**src/rtl/assert_macros.svh**
```systemverilog
// ----------------------------------------------------------------------------
// assert_macros.svh
// Assertion shorthands included by sha256_stream_hasher_top.
// ----------------------------------------------------------------------------
`ifndef ASSERT_MACROS_SVH
`define ASSERT_MACROS_SVH

// Clocked assertion, quiet while reset is high
`define ASSERT_CLK(label, prop, msg) \
   label: assert property (@(posedge clock) disable iff (reset) prop) else $error(msg);

// Clocked assertion that also holds through reset
`define ASSERT_ALWAYS(label, prop, msg) \
   label: assert property (@(posedge clock) prop) else $error(msg);

`endif

```
**src/rtl/sha_pkg.sv**
```systemverilog
// ----------------------------------------------------------------------------
// sha_pkg
// Types, constants and round functions of the SHA-256 stream hasher.
// ----------------------------------------------------------------------------
package sha_pkg;

   localparam int unsigned WORD_W  = 32;
   localparam int unsigned COUNT_W = 64;
   localparam int unsigned ROUNDS  = 64;

   localparam logic [WORD_W-1:0] PAD_WORD = 32'h8000_0000;

   typedef logic [WORD_W-1:0] word_type;

   // Sequencer states
   typedef enum logic [2:0] {
      ST_IDLE,
      ST_PAD,
      ST_ROUND,
      ST_FOLD,
      ST_DIGEST
   } state_type;

   localparam word_type INIT_HASH [8] = '{
      32'h6a09e667, 32'hbb67ae85, 32'h3c6ef372, 32'ha54ff53a,
      32'h510e527f, 32'h9b05688c, 32'h1f83d9ab, 32'h5be0cd19
   };

   localparam word_type ROUND_K [ROUNDS] = '{
      32'h428a2f98, 32'h71374491, 32'hb5c0fbcf, 32'he9b5dba5,
      32'h3956c25b, 32'h59f111f1, 32'h923f82a4, 32'hab1c5ed5,
      32'hd807aa98, 32'h12835b01, 32'h243185be, 32'h550c7dc3,
      32'h72be5d74, 32'h80deb1fe, 32'h9bdc06a7, 32'hc19bf174,
      32'he49b69c1, 32'hefbe4786, 32'h0fc19dc6, 32'h240ca1cc,
      32'h2de92c6f, 32'h4a7484aa, 32'h5cb0a9dc, 32'h76f988da,
      32'h983e5152, 32'ha831c66d, 32'hb00327c8, 32'hbf597fc7,
      32'hc6e00bf3, 32'hd5a79147, 32'h06ca6351, 32'h14292967,
      32'h27b70a85, 32'h2e1b2138, 32'h4d2c6dfc, 32'h53380d13,
      32'h650a7354, 32'h766a0abb, 32'h81c2c92e, 32'h92722c85,
      32'ha2bfe8a1, 32'ha81a664b, 32'hc24b8b70, 32'hc76c51a3,
      32'hd192e819, 32'hd6990624, 32'hf40e3585, 32'h106aa070,
      32'h19a4c116, 32'h1e376c08, 32'h2748774c, 32'h34b0bcb5,
      32'h391c0cb3, 32'h4ed8aa4a, 32'h5b9cca4f, 32'h682e6ff3,
      32'h748f82ee, 32'h78a5636f, 32'h84c87814, 32'h8cc70208,
      32'h90befffa, 32'ha4506ceb, 32'hbef9a3f7, 32'hc67178f2
   };

   function automatic word_type big_sigma0(input word_type x);
      return {x[1:0], x[31:2]} ^ {x[12:0], x[31:13]} ^ {x[21:0], x[31:22]};
   endfunction

   function automatic word_type big_sigma1(input word_type x);
      return {x[5:0], x[31:6]} ^ {x[10:0], x[31:11]} ^ {x[24:0], x[31:25]};
   endfunction

   function automatic word_type small_sigma0(input word_type x);
      return {x[6:0], x[31:7]} ^ {x[17:0], x[31:18]} ^ {3'b000, x[31:3]};
   endfunction

   function automatic word_type small_sigma1(input word_type x);
      return {x[16:0], x[31:17]} ^ {x[18:0], x[31:19]} ^ {10'b0, x[31:10]};
   endfunction

endpackage

```
**src/rtl/sha256_stream_hasher_top.sv**
```systemverilog
// ----------------------------------------------------------------------------
// sha256_stream_hasher_top
// SHA-256 over a word stream, one round per cycle on a shared round unit.
// ----------------------------------------------------------------------------
// Usage:
//   req_* carries message words, big-endian, with a byte count and a last
//   flag. Non-final words count as four bytes. rsp_* returns the eight
//   digest words, index 0 first, after the final word of each message.
// Timing:
//   Words are taken while the sequencer is idle. The word that completes a
//   16-word block starts the compression on the single round unit: the
//   rounds, then the feed-forward, during which req_ready is low. After the
//   final word the padding and length words are pushed one per cycle, with
//   a compression whenever a block fills, one or two in all; then the
//   digest is shown one word per cycle while rsp_ready is high.
// Reset:
//   Synchronous reset loads the initial hash values and clears the bit
//   count and sequencer. A stalled receiver simply holds the digest word;
//   no new request is taken until all eight words are delivered.
// ----------------------------------------------------------------------------
`include "assert_macros.svh"

module sha256_stream_hasher_top (
   input  logic        clock,
   input  logic        reset,
   input  logic        req_valid,
   output logic        req_ready,
   input  logic [31:0] req_message_word,
   input  logic [2:0]  req_valid_bytes,
   input  logic        req_last,
   output logic        rsp_valid,
   input  logic        rsp_ready,
   output logic [31:0] rsp_digest_word,
   output logic [2:0]  rsp_word_index,
   output logic        rsp_last_word
);

   sha_pkg::state_type state_ff, state_in;

   sha_pkg::word_type hash_ff [8];
   sha_pkg::word_type work_ff [8];
   sha_pkg::word_type win_ff  [16];

   logic [sha_pkg::COUNT_W-1:0] bits_ff;
   logic [3:0] pos_ff;
   logic [5:0] round_ff;
   logic [2:0] idx_ff;
   logic       pad_ff;
   logic       pend80_ff;
   logic       hi_sent_ff;
   logic       len_done_ff;

   logic              req_fire, rsp_fire;
   logic              push_en;
   sha_pkg::word_type push_data;
   logic              push_80, push_hi, push_lo;
   logic              block_full;
   logic [2:0]        nb_eff;
   sha_pkg::word_type byte_mask, pad_mark;
   sha_pkg::word_type sched_new;
   sha_pkg::word_type t1, t2, ch, maj;

   assign req_fire = req_valid && req_ready;
   assign rsp_fire = rsp_valid && rsp_ready;

   // Byte count of a final word, above four taken as four
   assign nb_eff    = (req_valid_bytes >= 3'd4) ? 3'd4 : req_valid_bytes;
   assign byte_mask = ~(32'hFFFF_FFFF >> {nb_eff[1:0], 3'b000});
   assign pad_mark  = sha_pkg::PAD_WORD >> {nb_eff[1:0], 3'b000};

   // Next state
   always_comb begin
      state_in = state_ff;
      unique case (state_ff)
         sha_pkg::ST_IDLE: begin
            if (req_fire) begin
               if (block_full) state_in = sha_pkg::ST_ROUND;
               else if (req_last) state_in = sha_pkg::ST_PAD;
            end
         end
         sha_pkg::ST_PAD: begin
            if (block_full) state_in = sha_pkg::ST_ROUND;
         end
         sha_pkg::ST_ROUND: begin
            if (round_ff == 6'(sha_pkg::ROUNDS - 1)) state_in = sha_pkg::ST_FOLD;
         end
         sha_pkg::ST_FOLD: begin
            priority if (len_done_ff) state_in = sha_pkg::ST_DIGEST;
            else if (pad_ff)         state_in = sha_pkg::ST_PAD;
            else                     state_in = sha_pkg::ST_IDLE;
         end
         sha_pkg::ST_DIGEST: begin
            if (rsp_fire && idx_ff == 3'd7) state_in = sha_pkg::ST_IDLE;
         end
         default: state_in = sha_pkg::ST_IDLE;
      endcase
   end

   // Handshakes and the word pushed into the schedule window
   always_comb begin
      req_ready = 1'b0;
      rsp_valid = 1'b0;
      push_en   = 1'b0;
      push_data = '0;
      push_80   = 1'b0;
      push_hi   = 1'b0;
      push_lo   = 1'b0;
      unique case (state_ff)
         sha_pkg::ST_IDLE: begin
            req_ready = 1'b1;
            push_en   = req_valid;
            if (!req_last || nb_eff == 3'd4) push_data = req_message_word;
            else push_data = (req_message_word & byte_mask) | pad_mark;
         end
         sha_pkg::ST_PAD: begin
            push_en = 1'b1;
            priority if (pend80_ff) begin
               push_80   = 1'b1;
               push_data = sha_pkg::PAD_WORD;
            end else if (pos_ff == 4'd14) begin
               push_hi   = 1'b1;
               push_data = bits_ff[63:32];
            end else if (pos_ff == 4'd15 && hi_sent_ff) begin
               push_lo   = 1'b1;
               push_data = bits_ff[31:0];
            end else begin
               push_data = '0;
            end
         end
         sha_pkg::ST_DIGEST: begin
            rsp_valid = 1'b1;
         end
         default: begin
         end
      endcase
   end

   assign block_full = push_en && (pos_ff == 4'd15);

   // Round unit: schedule extension and one compression round
   assign sched_new = sha_pkg::small_sigma1(win_ff[14]) + win_ff[9]
                    + sha_pkg::small_sigma0(win_ff[1]) + win_ff[0];
   assign ch  = (work_ff[4] & work_ff[5]) ^ (~work_ff[4] & work_ff[6]);
   assign maj = (work_ff[0] & work_ff[1]) ^ (work_ff[0] & work_ff[2])
              ^ (work_ff[1] & work_ff[2]);
   assign t1  = work_ff[7] + sha_pkg::big_sigma1(work_ff[4]) + ch
              + sha_pkg::ROUND_K[round_ff] + win_ff[0];
   assign t2  = sha_pkg::big_sigma0(work_ff[0]) + maj;

   // Control registers
   always_ff @(posedge clock) begin
      if (reset) begin
         state_ff    <= sha_pkg::ST_IDLE;
         bits_ff     <= '0;
         pos_ff      <= '0;
         round_ff    <= '0;
         idx_ff      <= '0;
         pad_ff      <= 1'b0;
         pend80_ff   <= 1'b0;
         hi_sent_ff  <= 1'b0;
         len_done_ff <= 1'b0;
      end else begin
         state_ff <= state_in;
         if (push_en) pos_ff <= pos_ff + 4'd1;
         if (state_ff == sha_pkg::ST_ROUND) round_ff <= round_ff + 6'd1;
         if (req_fire) begin
            bits_ff <= bits_ff + (req_last ? 64'({nb_eff, 3'b000}) : 64'd32);
            if (req_last) begin
               pad_ff    <= 1'b1;
               pend80_ff <= (nb_eff == 3'd4);
            end
         end
         if (push_80) pend80_ff   <= 1'b0;
         if (push_hi) hi_sent_ff  <= 1'b1;
         if (push_lo) len_done_ff <= 1'b1;
         if (state_ff == sha_pkg::ST_FOLD && len_done_ff) begin
            pad_ff      <= 1'b0;
            hi_sent_ff  <= 1'b0;
            len_done_ff <= 1'b0;
         end
         if (rsp_fire) begin
            idx_ff <= idx_ff + 3'd1;
            if (idx_ff == 3'd7) bits_ff <= '0;
         end
      end
   end

   // Hash state: feed-forward after a block, shifted out as the digest and refilled with the initial values
   always_ff @(posedge clock) begin
      if (reset) begin
         for (int i = 0; i < 8; i++) hash_ff[i] <= sha_pkg::INIT_HASH[i];
      end else if (state_ff == sha_pkg::ST_FOLD) begin
         for (int i = 0; i < 8; i++) hash_ff[i] <= hash_ff[i] + work_ff[i];
      end else if (rsp_fire) begin
         for (int i = 0; i < 7; i++) hash_ff[i] <= hash_ff[i+1];
         hash_ff[7] <= sha_pkg::INIT_HASH[idx_ff];
      end
   end

   // Working variables
   always_ff @(posedge clock) begin
      if (block_full) begin
         for (int i = 0; i < 8; i++) work_ff[i] <= hash_ff[i];
      end else if (state_ff == sha_pkg::ST_ROUND) begin
         work_ff[7] <= work_ff[6];
         work_ff[6] <= work_ff[5];
         work_ff[5] <= work_ff[4];
         work_ff[4] <= work_ff[3] + t1;
         work_ff[3] <= work_ff[2];
         work_ff[2] <= work_ff[1];
         work_ff[1] <= work_ff[0];
         work_ff[0] <= t1 + t2;
      end
   end

   // Rolling schedule window, oldest word at index 0
   always_ff @(posedge clock) begin
      if (push_en || state_ff == sha_pkg::ST_ROUND) begin
         for (int i = 0; i < 15; i++) win_ff[i] <= win_ff[i+1];
         win_ff[15] <= (state_ff == sha_pkg::ST_ROUND) ? sched_new : push_data;
      end
   end

   assign rsp_digest_word = hash_ff[0];
   assign rsp_word_index  = idx_ff;
   assign rsp_last_word   = (idx_ff == 3'd7);

   // Checks
   `ASSERT_ALWAYS(a_one_side, !(req_ready && rsp_valid), "request and response sides both open")
   `ASSERT_CLK(a_round_end, (state_ff == sha_pkg::ST_ROUND && round_ff == 6'd63) |=> (state_ff == sha_pkg::ST_FOLD), "last round not followed by feed-forward")
   `ASSERT_CLK(a_digest_aligned, (state_ff == sha_pkg::ST_DIGEST) |-> (pos_ff == 4'd0 && idx_ff == rsp_word_index), "digest shown with partial block pending")
   `ASSERT_CLK(a_digest_done, (rsp_fire && rsp_last_word) |=> (state_ff == sha_pkg::ST_IDLE && bits_ff == 64'd0 && hash_ff[0] == sha_pkg::INIT_HASH[0]), "state not restored after digest")

endmodule

```
**config.mk**
```make
export PLATFORM = sky130hd
export DESIGN_NAME = sha256_stream_hasher_top
export DESIGN_NICKNAME = d
export VERILOG_FILES = /design/src/rtl/sha_pkg.sv /design/src/rtl/sha256_stream_hasher_top.sv
export VERILOG_INCLUDE_DIRS = /design/src /design/src/rtl
export SDC_FILE = /design/constraint.sdc
export NUM_CORES = 2
export LEC_CHECK = 0
export ABC_AREA = 1
export BUFFER_PORTS_ARGS = -buffer_cell sky130_fd_sc_hd__buf_2
export CAP_MARGIN = 10
export CORE_MARGIN = 1
export CORE_UTILIZATION = 35
export DETAILED_ROUTE_END_ITERATION = 16
export GPL_ROUTABILITY_DRIVEN = 1
export PLACE_DENSITY_LB_ADDON = 0.12
export SLEW_MARGIN = 0
export SYNTH_ARGS = -nofsm -noshare
export SYNTH_HDL_FRONTEND = slang
export SYNTH_SLANG_ARGS = --single-unit
```
**constraint.sdc**
```tcl
create_clock -name clock -period 13.8 [get_ports clock]
set_input_delay 2.76 -clock clock [delete_from_list [all_inputs] [get_ports clock]]
set_output_delay 2.76 -clock clock [all_outputs]
set_load 0.03 [all_outputs]
```
==> reports/qor.csv <==
stage;metric;value;unit
global_route;antenna_found_initial;11;
power_and_ir_drop;p_leak;33.22;nW
timing;hold_viol;0;
final_layout;drive_gt1_share;5.229;%
synth;synth_common_cells;nand2_1 (1850), inv_1 (1061), edfxtp_1 (1023);
final_layout;postLayoutCoreUtil;39.27;%
clock_network;insertion_delay;0.84;ns
timing;worstMarginPinSlew;1.365;ns
final_layout;seq_area;32360;µm²
placed_design;hpwlAfterDp;245.9;mm
timing;fin_skew;0.06276;ns
synth;synth_nets;9072;
synth;yosysSeqAreaShare;43.98;%
placed_design;place_worst_setup_slack;4.342;ns
timing;fmax;104.2;MHz
placed_design;place_congestion;0.9831;
final_layout;stdcell_area;81650;µm²
clock_network;ctsHtreeMaxLevel;4;
critical_path;worstPathArrival;10.14;ns
clock_network;cts.sinks;1105;
timing;whs;0.3775;ns
timing;finalCritPeriodShare;69.55;%
final_layout;multi_input_area;36110;µm²
drt;routed_wl;313.7;mm
synth;ys_top_cells_by_area;edfxtp_1 (42%), nand2_1 (9.4%), ha_1 (6.8%);
synth;syn_inst;8434;
global_route;grt_pass1_wl;442.3;mm
die;die_x;460.5;µm
drt;via_count;62040;
die;core_area;207900;µm²
final_layout;final_cells;11350;
clock_network;cts_hold_buf;0;
clock_network;cts_resized;0;
final_layout;fill_cells;21130;
synth;synth.top_cell.area_share;41.75;%
job;maxCapViolations;0;
timing;fin_tns_setup;0;ns
clock_network;cts_tree;done;
power_and_ir_drop;power;13.54;mW
final_layout;final_nets;9072;
global_route;grtUsageTotal;29.19;%
placed_design;io_buffers;77;
critical_path;endpoint_kind;flip-flop;
timing;rsz0062_at_grt;false;
drt;postRouteAntennaNets;0;
critical_path;cpMaxStageDelayCell;nor2_1;
drt;drcViolationCount;0;
die;std_cell_rows;167;
die;die_area;212100;µm²
drt;dr.pass1.iters;6;
power_and_ir_drop;power_density;165.8;nW/µm²
global_route;met2_usage;44.86;%
timing;setup_viol;0;
synth;yosysWarnings;0;
placed_design;place_area;76810;µm²
synth;synth_seq_cells;1105;
synth;yosys.area.top_type;edfxtp_1;
power_and_ir_drop;vdd_drop_max;0.1748;mV
global_route;grt_pass1_vias;59900;
global_route;grt_use_met1;41.58;%
synth;synth.avg_cell_area;8.724;µm²
synth;synth_edf_count;1023;
critical_path;cp_slowest_stage_delay;1.09;ns
clock_network;cts_setup_buffers;0;
synth;yosysMostFrequentCell;nand2_1;
synth;syn-cell-area;73580;µm²
final_layout;syn_to_final_growth;10.97;%
timing;max-slew-margin-rel;8.008;%
timing;final.setup.worst_slack;4.202;ns
placed_design;dp.cells;11080;
timing;slew_viol_final;0;
clock_network;root_buffer;clkbuf_16;
critical_path;crit_top_cell;inv_1;
clock_network;cts_inserted_buffers;139;
synth;synthFlopType;edfxtp_1;
critical_path;critPathKind;reg -> reg;
clock_network;cts_buffer_depth;3;
global_route;groute.layer.met3.usage;4.381;%
critical_path;path_max_fanout;38;
drt;drt_iter0_markers;6644;
outcome;status;completed;
global_route;grt_max_degree;188;
timing;period_minus_slack;9.598;ns
die;io-pin-count;78;
die;die_y;460.5;µm
synth;synth_cell_types;66;
synth;ys_async_sr_fraction;0;%
worst_hold_path;hold_path.class;reg -> reg;
drt;wl_per_cell;27.65;µm
critical_path;required;14.34;ns
die;start_util;35.39;%
critical_path;start_kind;flip-flop;
clock_network;clkSlewWorstSetupHoldPaths;0.06;ns
drt;viasPerCell;5.468;
global_route;overflow;0;
global_route;grt.busiest_layer;met2;
==> placed cells by master, fill, tap and decap left out, types with 12 or more instances in the layout <==
cell type	n
nand3_1	363
clkinv_2	25
nand4_1	85
nand2_1	1845
or2_2	54
o221ai_1	27
o211ai_1	37
a221oi_1	17
nand3b_1	17
o21ai_0	744
clkinv_16	15
nor2_1	602
xnor2_1	186
o22ai_1	49
dfxtp_1	81
nor4_1	31
edfxtp_1	1023
o2111ai_1	15
fa_1	196
o21bai_1	68
buf_4	49
o21a_1	14
a21oi_1	626
a21boi_0	37
a31oi_1	36
a22oi_1	15
clkbuf_16	139
inv_1	1059
o221a_2	12
a21o_1	62
nor3_1	118
buf_2	77
bufinv_16	15
xor2_1	228
clkbuf_1	25
ha_1	402
clkinv_1	19
==> report_power, final <==
group / switching [mW] / internal, mW
logic: 3.57 / 1.77
registers: 0.281 / 4.09
clock network: 1.65 / 2.18
total: 5.50 / 8.04
==> cell families (layout without fill, tap and decap cells) <==
| logic type | Yosys count | after routing | synth area share, % |
|---|---|---|---|
| simple gates | 3154 | 3154 | 17.82 |
| compound gates | 1823 | 1823 | 14.02 |
| buf+inv | 1337 | 1451 | 7.040 |
| flops | 1105 | 1105 | 43.98 |
| fa+ha+maj | 599 | 599 | 12.18 |
| xor+xnor | 414 | 414 | 4.928 |
| mux | 2 | 2 | 0.02721 |
| other cells | 0 | 10 | 0 |
==> metal layers <==
| metal | share of wire, % | routed length [µm] | vias to the layer above |
|---|---|---|---|
| li1 | - | - | 28690 |
| met1 | 46 | 144900 | 30660 |
| met2 | 44 | 137800 | 2248 |
| met3 | 6.2 | 19530 | 435 |
| met4 | 3.6 | 11420 | 6 |
| met5 | 0.016 | 51 | - |
==> layout make-up <==
type	count	share of cell area, %
tap	2788	4.272
antenna	10	0.03065
inverter	1066	4.916
clock inverter	91	1.525
multi-input combinational	5992	44.23
clock buffer	164	4.375
sequential	1105	39.64
timing repair buffer	130	1.021
==> final timing paths <==
path / startpoint / end / slack, ns / cells past startpoint
worst min register to register: win_ff[0][69] / win_ff[0][37] / 0.38 / 0
worst max register to register: round_ff[2] / work_ff[0][25] / 4.20 / 34
worst max-delay path: round_ff[2] / work_ff[0][25] / 4.20 / 34
worst min-delay path: win_ff[0][69] / win_ff[0][37] / 0.38 / 0
==> flip-flops by register name, summed over array words and instances (netlist names) <==
name and cells:
pad_ff 1, len_done_ff 1, round_ff 6, win_ff 512, bits_ff 61, hi_sent_ff 1, work_ff 256, hash_ff 256
pos_ff 4, pend80_ff 1, rsp_word_index 3, state_ff 3
==> critical path, delay by kind of cell, from the launching register on <==
| kind | cells | cell delay (ns) |
|---|---|---|
| and+or+nand+nor | 13 | 2.61 |
| AOI/OAI and AO/OA | 6 | 1.43 |
| buffers and inverters | 8 | 1.65 |
| adders and majority gates | 6 | 2.76 |
| xor gates and xnor gates | 1 | 0.56 |
| DFF | 1 | 0.31 |
(Power assumes the default switching activity.)
